==> config.mk <==
export PLATFORM = sky130hd
export DESIGN_NAME = avgp_requant
export DESIGN_NICKNAME = d
export VERILOG_FILES = /design/src/rtl/assert_macros.svh /design/src/rtl/avgp_pkg.sv /design/src/rtl/avgp_requant.sv
export SDC_FILE = /design/constraint.sdc
export NUM_CORES = 1
export LEC_CHECK = 0
export BUFFER_PORTS_ARGS = -buffer_cell sky130_fd_sc_hd__buf_4
export CORE_ASPECT_RATIO = 1.75
export CORE_MARGIN = 5
export CORE_UTILIZATION = 55
export DETAILED_ROUTE_END_ITERATION = 12
export PLACE_DENSITY = 0.73
export SYNTH_ARGS = -nofsm -noshare
export SYNTH_HDL_FRONTEND = slang
export SYNTH_SLANG_ARGS = --single-unit
==> constraint.sdc <==
create_clock -name vclk -period 29.5
set_clock_uncertainty 0.1 [all_clocks]
set_input_delay 4.425 -clock vclk [all_inputs]
set_output_delay 4.425 -clock vclk [all_outputs]
set_load 0.01 [all_outputs]
==> src/rtl/assert_macros.svh <==
// assertion macros for the rtl top level
`ifndef ASSERT_MACROS_SVH
`define ASSERT_MACROS_SVH

// check on every clock edge outside reset
`define AVGP_ASSERT(lbl, prop, msg) \
	lbl: assert property (@(posedge clk) disable iff (!arst_n) prop) else $error(msg);

// check on every clock edge, reset included
`define AVGP_ASSERT_ALWAYS(lbl, prop, msg) \
	lbl: assert property (@(posedge clk) prop) else $error(msg);

`endif

==> src/rtl/avgp_pkg.sv <==
// shared types, constants and helpers of the 2x2 average pooling block
`default_nettype none

package avgp_pkg;

	localparam int PIX_W         = 8;
	localparam int PAIR_W        = 9;
	localparam int SUM_W         = 10;
	localparam int MULT_W        = 32;
	localparam int PROD_W        = 40;
	localparam int SHIFT_W       = 6;
	localparam int ROWW_W        = 13;
	localparam int ZP_W          = 8;
	localparam int DATA_W        = 32;
	localparam int ADDR_W        = 4;
	localparam int DEF_MAX_WIDTH = 4096;

	// register index, taken from paddr[3:2]
	localparam logic [1:0] REG_ROW_WIDTH   = 2'd0;
	localparam logic [1:0] REG_MULTIPLIER  = 2'd1;
	localparam logic [1:0] REG_RIGHT_SHIFT = 2'd2;
	localparam logic [1:0] REG_ZERO_POINT  = 2'd3;

	localparam logic [ROWW_W-1:0]  RST_ROW_WIDTH   = 13'd2;
	localparam logic [MULT_W-1:0]  RST_MULTIPLIER  = 32'd1;
	localparam logic [SHIFT_W-1:0] RST_RIGHT_SHIFT = 6'd0;
	localparam logic [ZP_W-1:0]    RST_ZERO_POINT  = 8'd0;

	typedef logic signed [PIX_W-1:0]  pix_t;
	typedef logic signed [PAIR_W-1:0] pair_t;
	typedef logic signed [SUM_W-1:0]  sum_t;
	typedef logic signed [PROD_W-1:0] prod_t;

	// settings seen by the output requantizer
	typedef struct packed {
		logic [SHIFT_W-1:0] right_shift;
		logic [ZP_W-1:0]    zero_point;
	} rq_cfg_t;

	// four-pixel sum divided by 4, truncating toward zero
	function automatic pix_t div4_trunc(input sum_t s);
		sum_t t;
		t = s[SUM_W-1] ? sum_t'(s + sum_t'(3)) : s;
		return t[SUM_W-1:2];
	endfunction

endpackage

`default_nettype wire

==> src/rtl/avgp_requant.sv <==
// rounding right shift, zero point and int8 saturation of one product
`default_nettype none

module avgp_requant (
	input  wire avgp_pkg::prod_t   prod,
	input  wire avgp_pkg::rq_cfg_t cfg,
	output avgp_pkg::pix_t         result
);

	localparam int MW = avgp_pkg::PROD_W + 1;
	localparam int RW = avgp_pkg::PROD_W + 2;

	logic                 neg;
	logic [MW-1:0]        mag;
	logic [MW-1:0]        half;
	logic [MW-1:0]        rounded;
	logic signed [RW-1:0] signed_q;
	logic signed [RW-1:0] biased;

	always_comb begin
		neg = prod[avgp_pkg::PROD_W-1];
		mag = neg ? MW'(-prod) : MW'(prod);
		mag[MW-1] = 1'b0;
		if (cfg.right_shift == '0) begin
			half = '0;
		end else begin
			half = MW'(1) << (cfg.right_shift - avgp_pkg::SHIFT_W'(1));
		end
		// magnitude stays below 2^39, so the rounded sum fits without carry out
		rounded  = (mag + half) >> cfg.right_shift;
		signed_q = neg ? -$signed(RW'(rounded)) : $signed(RW'(rounded));
		biased   = signed_q + RW'($signed(cfg.zero_point));
		if (biased > RW'(127)) begin
			result = avgp_pkg::pix_t'(127);
		end else if (biased < -$signed(RW'(128))) begin
			result = avgp_pkg::pix_t'(-128);
		end else begin
			result = biased[avgp_pkg::PIX_W-1:0];
		end
	end

endmodule

`default_nettype wire

### Word-level counts from Yosys, hierarchy flattened

Cells that the tools add are included.

* $add $sub $neg: 5
* magnitude comparators: 2
* shifts and indexed selects: 2
* multiplexer cells: 5
* reductions and logical operators: 1

Operators with widths (number)
* 42-bit by 8-bit adder with 42-bit output: 1
* 42-bit by 8-bit > comparator with 1-bit output, second input constant: 1
* 42-bit by 8-bit less-than comparator with 1-bit output, second input constant: 1
* 42-bit two-way mux: 1
* 41-bit negation with 42-bit output: 1
* 40-bit by 41-bit adder with 41-bit output: 1
* 41-bit two-way mux: 1
* 1-bit by 6-bit << shifter with 41-bit output, first input constant: 1
* 41-bit by 6-bit >> shifter with 41-bit output: 1
* 40-bit two-way mux: 1
* 40-bit negation: 1
* 8-bit two-way mux: 2
* 6-bit logical NOT: 1
* 6-bit by 1-bit subtractor with 6-bit output, second input constant: 1

* flip-flop bits (word level): 0
* input bits: 54
* output and inout port bits: 8
* word-level logic and storage cells: 15

### Longest topological paths before layout

Gate-level depths: netlist of the first run.

* depth in word-level cells: 11
* mapped depth: 49

### Worst setup path after synthesis of the first run

OpenSTA, ideal clock, no wires.

* path kind: in2out
* start point: input prod[7]
* end point: output result[4]
* arrival time: 15.256 ns
* slack: 9.719 ns
* cell stages on the path: 41
* cells stage by stage: or4_1 or3_1 or3_1 or2_2 or4_1 o41ai_1 nand2_1 xor2_1 ha_1 buf_6 and3_1 buf_2 a221oi_2 o31ai_1 or3_4 o311ai_2 nor3_1 a2111o_1 [5 not listed] o21ai_0 xor2_1 ha_1 a21o_1 a21oi_1 o21ai_0 or3_1 nor3_1 nor2_1 a221oi_1 o221ai_1 a221oi_1 nand2b_1 a21oi_1 xor2_1 or4_1 o31ai_1 a31o_1

* cells in the longest elaborated chain, start to end: 10
* elaborated cells on any way between the ends: 11
* classes of those cells: 4 x add/sub; 2 x order compare; 1 x shift; 4 x mux

Ends and longest elaborated chain
* from (decl): RTL line avgp_requant.sv:5 `input wire avgp_pkg::prod_t prod,`
* 40-bit negation: RTL line avgp_requant.sv:22 `mag = neg ? MW'(-prod) : MW'(prod);`
* 40-bit two-way mux (*): RTL line avgp_requant.sv:22
* 40-bit by 41-bit adder with 41-bit output (*): RTL line avgp_requant.sv:30 `rounded = (mag + half) >> cfg.right_shift;`
* 41-bit by 6-bit >> shifter with 41-bit output (*): RTL line avgp_requant.sv:30
* 41-bit negation with 42-bit output: RTL line avgp_requant.sv:31 `signed_q = neg ? -$signed(RW'(rounded)) : $signed(RW'(rounded));`
* 42-bit two-way mux (*): RTL line avgp_requant.sv:31
* 42-bit by 8-bit adder with 42-bit output (*): RTL line avgp_requant.sv:32 `biased = signed_q + RW'($signed(cfg.zero_point));`
* 42-bit by 8-bit less-than comparator with 1-bit output: RTL line avgp_requant.sv:35 `end else if (biased < -$signed(RW'(128))) begin`
* 8-bit two-way mux: RTL line avgp_requant.sv:35
* 8-bit two-way mux (*): RTL line avgp_requant.sv:33 `if (biased > RW'(127)) begin`
* to (decl): RTL line avgp_requant.sv:7 `output avgp_pkg::pix_t result`

Every way passes the cells marked *; elsewhere a longest branch is shown, timed or not.

### Worst setup path in the final report of the first run

Same ends and word-level chain as after synthesis.

==> results.md, run 1 <==
- Result of the run: completed
- Syn Std Cell Area: 11710 um2
- Syn nets: 1946
- Worst path most repeated cell: or3_1
- CP Capture Type: primary output
- Unrepaired setup endpoints after global routing: false
- Synth Area in Compound Gates: 41.45%
- Synth Instances: 1807
- Largest family of logic cells by synthesized area: compound AO/OA/AOI/OAI gates
- Number of buffers added on ports: 62
- Critical path startpoint category: input port
- Period minus WS final: 22.45 ns
- DRT Pass-1 Iters: 7
- Hold Path Depth: 4
- Die area: 24420 um2
- CP required: 24.97 ns
- Max stage delay on crit path: 1.11 ns
- Final Max Tran Viols: 0
- Post-DP HPWL: 45050 um
- Initial DRC Count: 1872
- Largest net degree at the start of global routing: 54
- Synth top area cells: ha_1, xnor2_1, nor2_1
- Hold Fails Final Rpt: 0
- Top-Level Pins: 62
- Routed WL: 57470 um
- Via count: 15579
- Clock buffers: 0
- Post-synthesis area per instance: 6.480 um2
- Register area: 0 um2
- Initial Util: 55.94%
- Post-synth top area cell: ha_1
- Share of cells above drive strength 1: 9.371%
- Synth Area in Simple Gates: 30.65%
- Adder-Cell Fraction of Synth Area: 9.210%
- GPL Wtd Cong: 1.151
- Global-route wire length before repair: 87000 um
- Most frequent cell after synthesis: nor2_1
- Max-slew headroom: 4.262%
- Number of cells on the critical path: 41
- Crit path max fanout: 9
- Setup TNS: 0 ns
- Grt ovf: 0
- # rows: 70
- Mux contribution to synthesized area: 3.462%
- Synth-to-layout area growth: 4.050%
- Final ANT Viol Nets: 0
- Worst Max-Slew Pin Slew: 1.436 ns
- Crit-path slowest cell: nor4_1
- Hold_buf cts: 0
- Post-CTS setup buffers: 0
- Highest clock rate: 44.55 MHz
- Final nets: 1923
- Crit path DAT: 17.92 ns
- Post-synthesis sequential area ratio: 0%
- Die H: 203.0 um
- GRT Util Overall: 45.32%
- Chip Width: 120.3 um
- Crit path kind: input port to primary output
- Post-synth cell types: 108
- Initial antenna violation count: 4
- Seq cells: 0
- CORE AREA: 20930 um2
- Vias per inst: 7.656
- Tcrit/Tclk final: 76.09%
- Max-cap viol count: 0
- Worst hold-check path type: input port to primary output
- Number of global-route vias before repair: 14990
- Routed len/inst: 28.24 um
- Warnings, synthesis: 0
- Top cell type's share of synthesized area: 8.868%
- Post-cts sizing count: 0
- Top delay family on crit path: simple AND/OR/NAND/NOR gates
- Xor/xnor share of the synthesized area: 9.648%
- Final Setup Violations: 0
- Residual DRC: 0
- WP buf/inv: 4
- Top post-synthesis cells by count: nor2_1, nand2_1, a21oi_1, o21ai_0, xnor2_1
-- area by class of cell --
type / count / area (um2)
Fill cell: 2098 / 8748
Timing Repair Buffer: 85 / 638.1
Inverter: 44 / 165.2
Multi-Input combinational cell: 1653 / 11060
Antenna cell: 1 / 2.502
Tap cell: 252 / 315.3
-- through the flow --
step | util [%] | hold WS [ns] | cells | cell area, um2 | worst slack [ns]
2_1_floorplan | - | 8.991 | 1807 | 11710 | 9.719
3_3_place_gp | 58.09 | 9.163 | 2032 | 12160 | 7.942
3_5_place_dp | 58.09 | 9.197 | 2032 | 12160 | 7.579
4_1_cts | 58.09 | 9.202 | 2032 | 12160 | 7.551
5_1_grt | 58.19 | 9.205 | 2034 | 12180 | 6.445
6_report | 58.21 | 9.212 | 2035 | 12180 | 7.053
-- cell usage in the layout (no fill, tap or decap), types with 10 or more instances in the layout --
cell type  instances
nand2_1          182
o211ai_1          20
o22ai_1           17
nor2b_1           13
xnor2_1           95
or4_1             15
a31oi_1           16
a211o_1           10
and3_1            10
buf_4             84
nand3_1           55
nor2_1           197
a21oi_1          134
inv_1             41
o2111ai_1         13
nand2b_1          25
xor2_1            34
o21ai_1           23
a2111oi_0         10
o21bai_1          11
or2_2             15
o21ai_0          100
nor4_1            24
mux2_2            11
ha_1              83
nor3_1            58
or3_1             26
a221oi_1          14
a22oi_1           13
o211a_1           12
mux2i_1           18
nand4_1           41
and2_1            12
o31ai_1           38
o21a_1            26
a21o_1            55
a211oi_1          34
-- logic make-up (layout without fill, tap and decap cells) --
logic type,count (synthesis),after routing
XOR/XNOR,129,129
adder cells (fa/ha/maj),85,85
other,0,1
buffers and inverters,154,129
AO/OA/AOI/OAI,683,683
multiplexers,34,34
AND/OR/NAND/NOR,722,722
-- worst paths after layout --
path	startpoint	slack (ns)	endpoint
worst min-delay path	cfg[0]	9.21	result[0]
worst max-delay path	prod[7]	7.05	result[4]
-- per-layer routing --
| metal | GRT usage, % | up-vias | share of wire, % |
|---|---|---|---|
| met5 | 0 | - | 0.023 |
| met4 | 43.72 | 2 | 13 |
| met2 | 75.64 | 1049 | 46 |
| li1 | - | 6916 | - |
| met3 | 14.77 | 458 | 10 |
| met1 | 42.73 | 7154 | 31 |
==> inputs of run 2 (changes only) <==
--- a/config.mk
+++ b/config.mk
@@ -5,12 +5,13 @@
 export SDC_FILE = /design/constraint.sdc
 export NUM_CORES = 1
 export LEC_CHECK = 0
+export ABC_AREA = 1
 export BUFFER_PORTS_ARGS = -buffer_cell sky130_fd_sc_hd__buf_4
 export CORE_ASPECT_RATIO = 1.75
 export CORE_MARGIN = 5
 export CORE_UTILIZATION = 55
 export DETAILED_ROUTE_END_ITERATION = 12
-export PLACE_DENSITY = 0.73
+export PLACE_DENSITY = 0.76
 export SYNTH_ARGS = -nofsm -noshare
 export SYNTH_HDL_FRONTEND = slang
 export SYNTH_SLANG_ARGS = --single-unit
==> constraint.sdc (replaced) <==
create_clock -name vclk -period 19.3
set_clock_uncertainty 0.1 [all_clocks]
set_input_delay 2.895 -clock vclk [all_inputs]
set_output_delay 2.895 -clock vclk [all_outputs]
set_load 0.01 [all_outputs]
==> run 2 against run 1 <==
  * Area after synthesis is 10% lower
  * Synthesized cell count is 16% higher
  * Core utilization is 0.23 points higher
  * First-iteration DRC count is 47% lower
  * Hold slack worse by 3.1 ns
  * Routed wire length is 24% lower
  * Global-route usage is 6.6 points lower
  * Sequential cell count stayed put
==> results.md, run 2 <==
- Critical path startpoint category: input port
- Vias per inst: 5.855
- Via count: 13795
- Max IR drop VDD: 0.03968 mV
- Post-cts sizing count: 0
- Crit path kind: input port to primary output
- Clock buffers: 0
- Post-CTS setup buffers: 0
- Fillers: 2086
- Hold_buf cts: 0
- Share of cells above drive strength 1: 6.903%
- Hold slack: 6.102 ns
- # rows: 67
- Crit-path slowest cell: o21ai_1
- Tcrit/Tclk final: 81.96%
- Warnings, synthesis: 0
- Result of the run: completed
- Worst Max-Slew Pin Slew: 0.8062 ns
- Routed len/inst: 18.56 um
- Grt ovf: 0
- Global-route wire length before repair: 67330 um
- Synth top area cells: nand2_1, nand3_1, inv_1
- Number of buffers added on ports: 62
- Final Cell Area: 11120 um2
- Largest net degree at the start of global routing: 55
- Period minus WS final: 15.82 ns
- Synth-to-layout area growth: 5.609%
- DRT Pass-1 Iters: 8
- Area after DPL: 11120 um2
- Post-synth top area cell: nand2_1
- Initial Util: 55.33%
- Final Setup Violations: 0
- Highest clock rate: 63.22 MHz
- Pwr Density: 35.84 nW/um2
- Final ANT Viol Nets: 0
- Unrepaired setup endpoints after global routing: false
- Routed WL: 43720 um
- Most frequent cell after synthesis: nand2_1
- Synth Instances: 2102
- Hold Fails Final Rpt: 0
- Top post-synthesis cells by count: nand2_1, nand3_1, inv_1, nor2_1, a21oi_1
- Register area: 0 um2
- CP Capture Type: primary output
- Max-slew headroom: 45.84%
- Final nets: 2256
- Post-DP HPWL: 37210 um
- Residual DRC: 0
- Crit path max fanout: 7
- Final Max Tran Viols: 0
- GPL Wtd Cong: 1.046
- Most frequent cells in the layout: nand2_1, nand3_1, inv_1, nor2_1, a21oi_1
- Die area: 22120 um2
- Initial DRC Count: 984
- Crit path DAT: 12.82 ns
- Post-synth cell types: 48
- Top cell type's share of synthesized area: 21.93%
- Setup TNS: 0 ns
- CORE AREA: 19030 um2
- Number of global-route vias before repair: 13370
- Worst path most repeated cell: nand2_1
- Max stage delay on crit path: 0.42 ns
- Seq cells: 0
- Syn nets: 2241
- GRT Util Overall: 38.77%
- CP required: 16.31 ns
- Initial antenna violation count: 0
- Chip Width: 114.6 um
- Worst hold-check path type: input port to primary output
- Leakage: 0.006266 uW
- Syn Std Cell Area: 10530 um2
- Die H: 193.0 um
- Max-cap viol count: 0
- Util after Layout: 58.43%
- Antenna diodes: 0
- Post-synthesis sequential area ratio: 0%
- Commonest non-fill, non-tap cell in the layout: nand2_1
- Top-Level Pins: 62
- Post-synthesis area per instance: 5.009 um2
-- run 2: cell types whose count changed after synthesis, sizes merged, moves of 43 or more --
| cell | delta |
|---|---|
| nand2 | +449 |
| nand3 | +319 |
| inv | +262 |
| o21ai | -69 |
| xnor2 | -60 |
| a21o | -50 |
| a21oi | -49 |
| nor2 | +46 |
| xor2 | +43 |
-- run 2: power breakdown --
group | internal (uW) | leakage [uW] | switching (uW)
Combinational | 134 | 0.00627 | 264
Clock | 0 | 0 | 0
Sequential | 0 | 0 | 0
-- run 2: layer usage --
metal  routed length (um)  track usage (%)
met3                 1968            4.560
met5                    0                0
met2                22090            72.84
met1                14340            35.00
met4                 5319            36.26
-- run 2: area by class of cell --
class	count	area (um2)	area share, %
Tap cell	241	301.5	2.712
Multi-Input combinational cell	1739	9148	82.27
Timing Repair Buffer	69	518.0	4.658
Inverter	307	1152	10.36
-- run 2: final timing paths --
kind / cells after the start / endpoint / startpoint
setup / recovery: 59 / result[2] / prod[1]
hold / removal: 5 / result[0] / cfg[0]
-- run 2: critical path, delay by kind of cell --
family	cells	cell delay, ns
buffers and inverters	8	0.65
xor gates and xnor gates	3	0.63
adders and majority gates	4	1.10
AOI/OAI and AO/OA	10	2.44
and+or+nand+nor	34	5.10
-- run 2: kinds of logic after synthesis --
group	after synthesis	synth area share [%]
and+or+nand+nor	1352	56.90
buffers and inverters	363	13.17
AOI/OAI and AO/OA	188	10.18
xor gates and xnor gates	112	9.317
adders and majority gates	85	10.24
muxes	2	0.1901
-- run 2: metrics by stage --
step           power [uW]  setup WS, ns  std cells
3_5_place_dp        386.9         3.694       2356
2_1_floorplan       287.8         6.531       2102
5_1_grt             439.2         2.839       2356
4_1_cts             388.2         3.660       2356
6_report            398.5         3.482       2356
3_3_place_gp        380.2         3.875       2356
No activity file was read; power rests on OpenSTA's default activity.
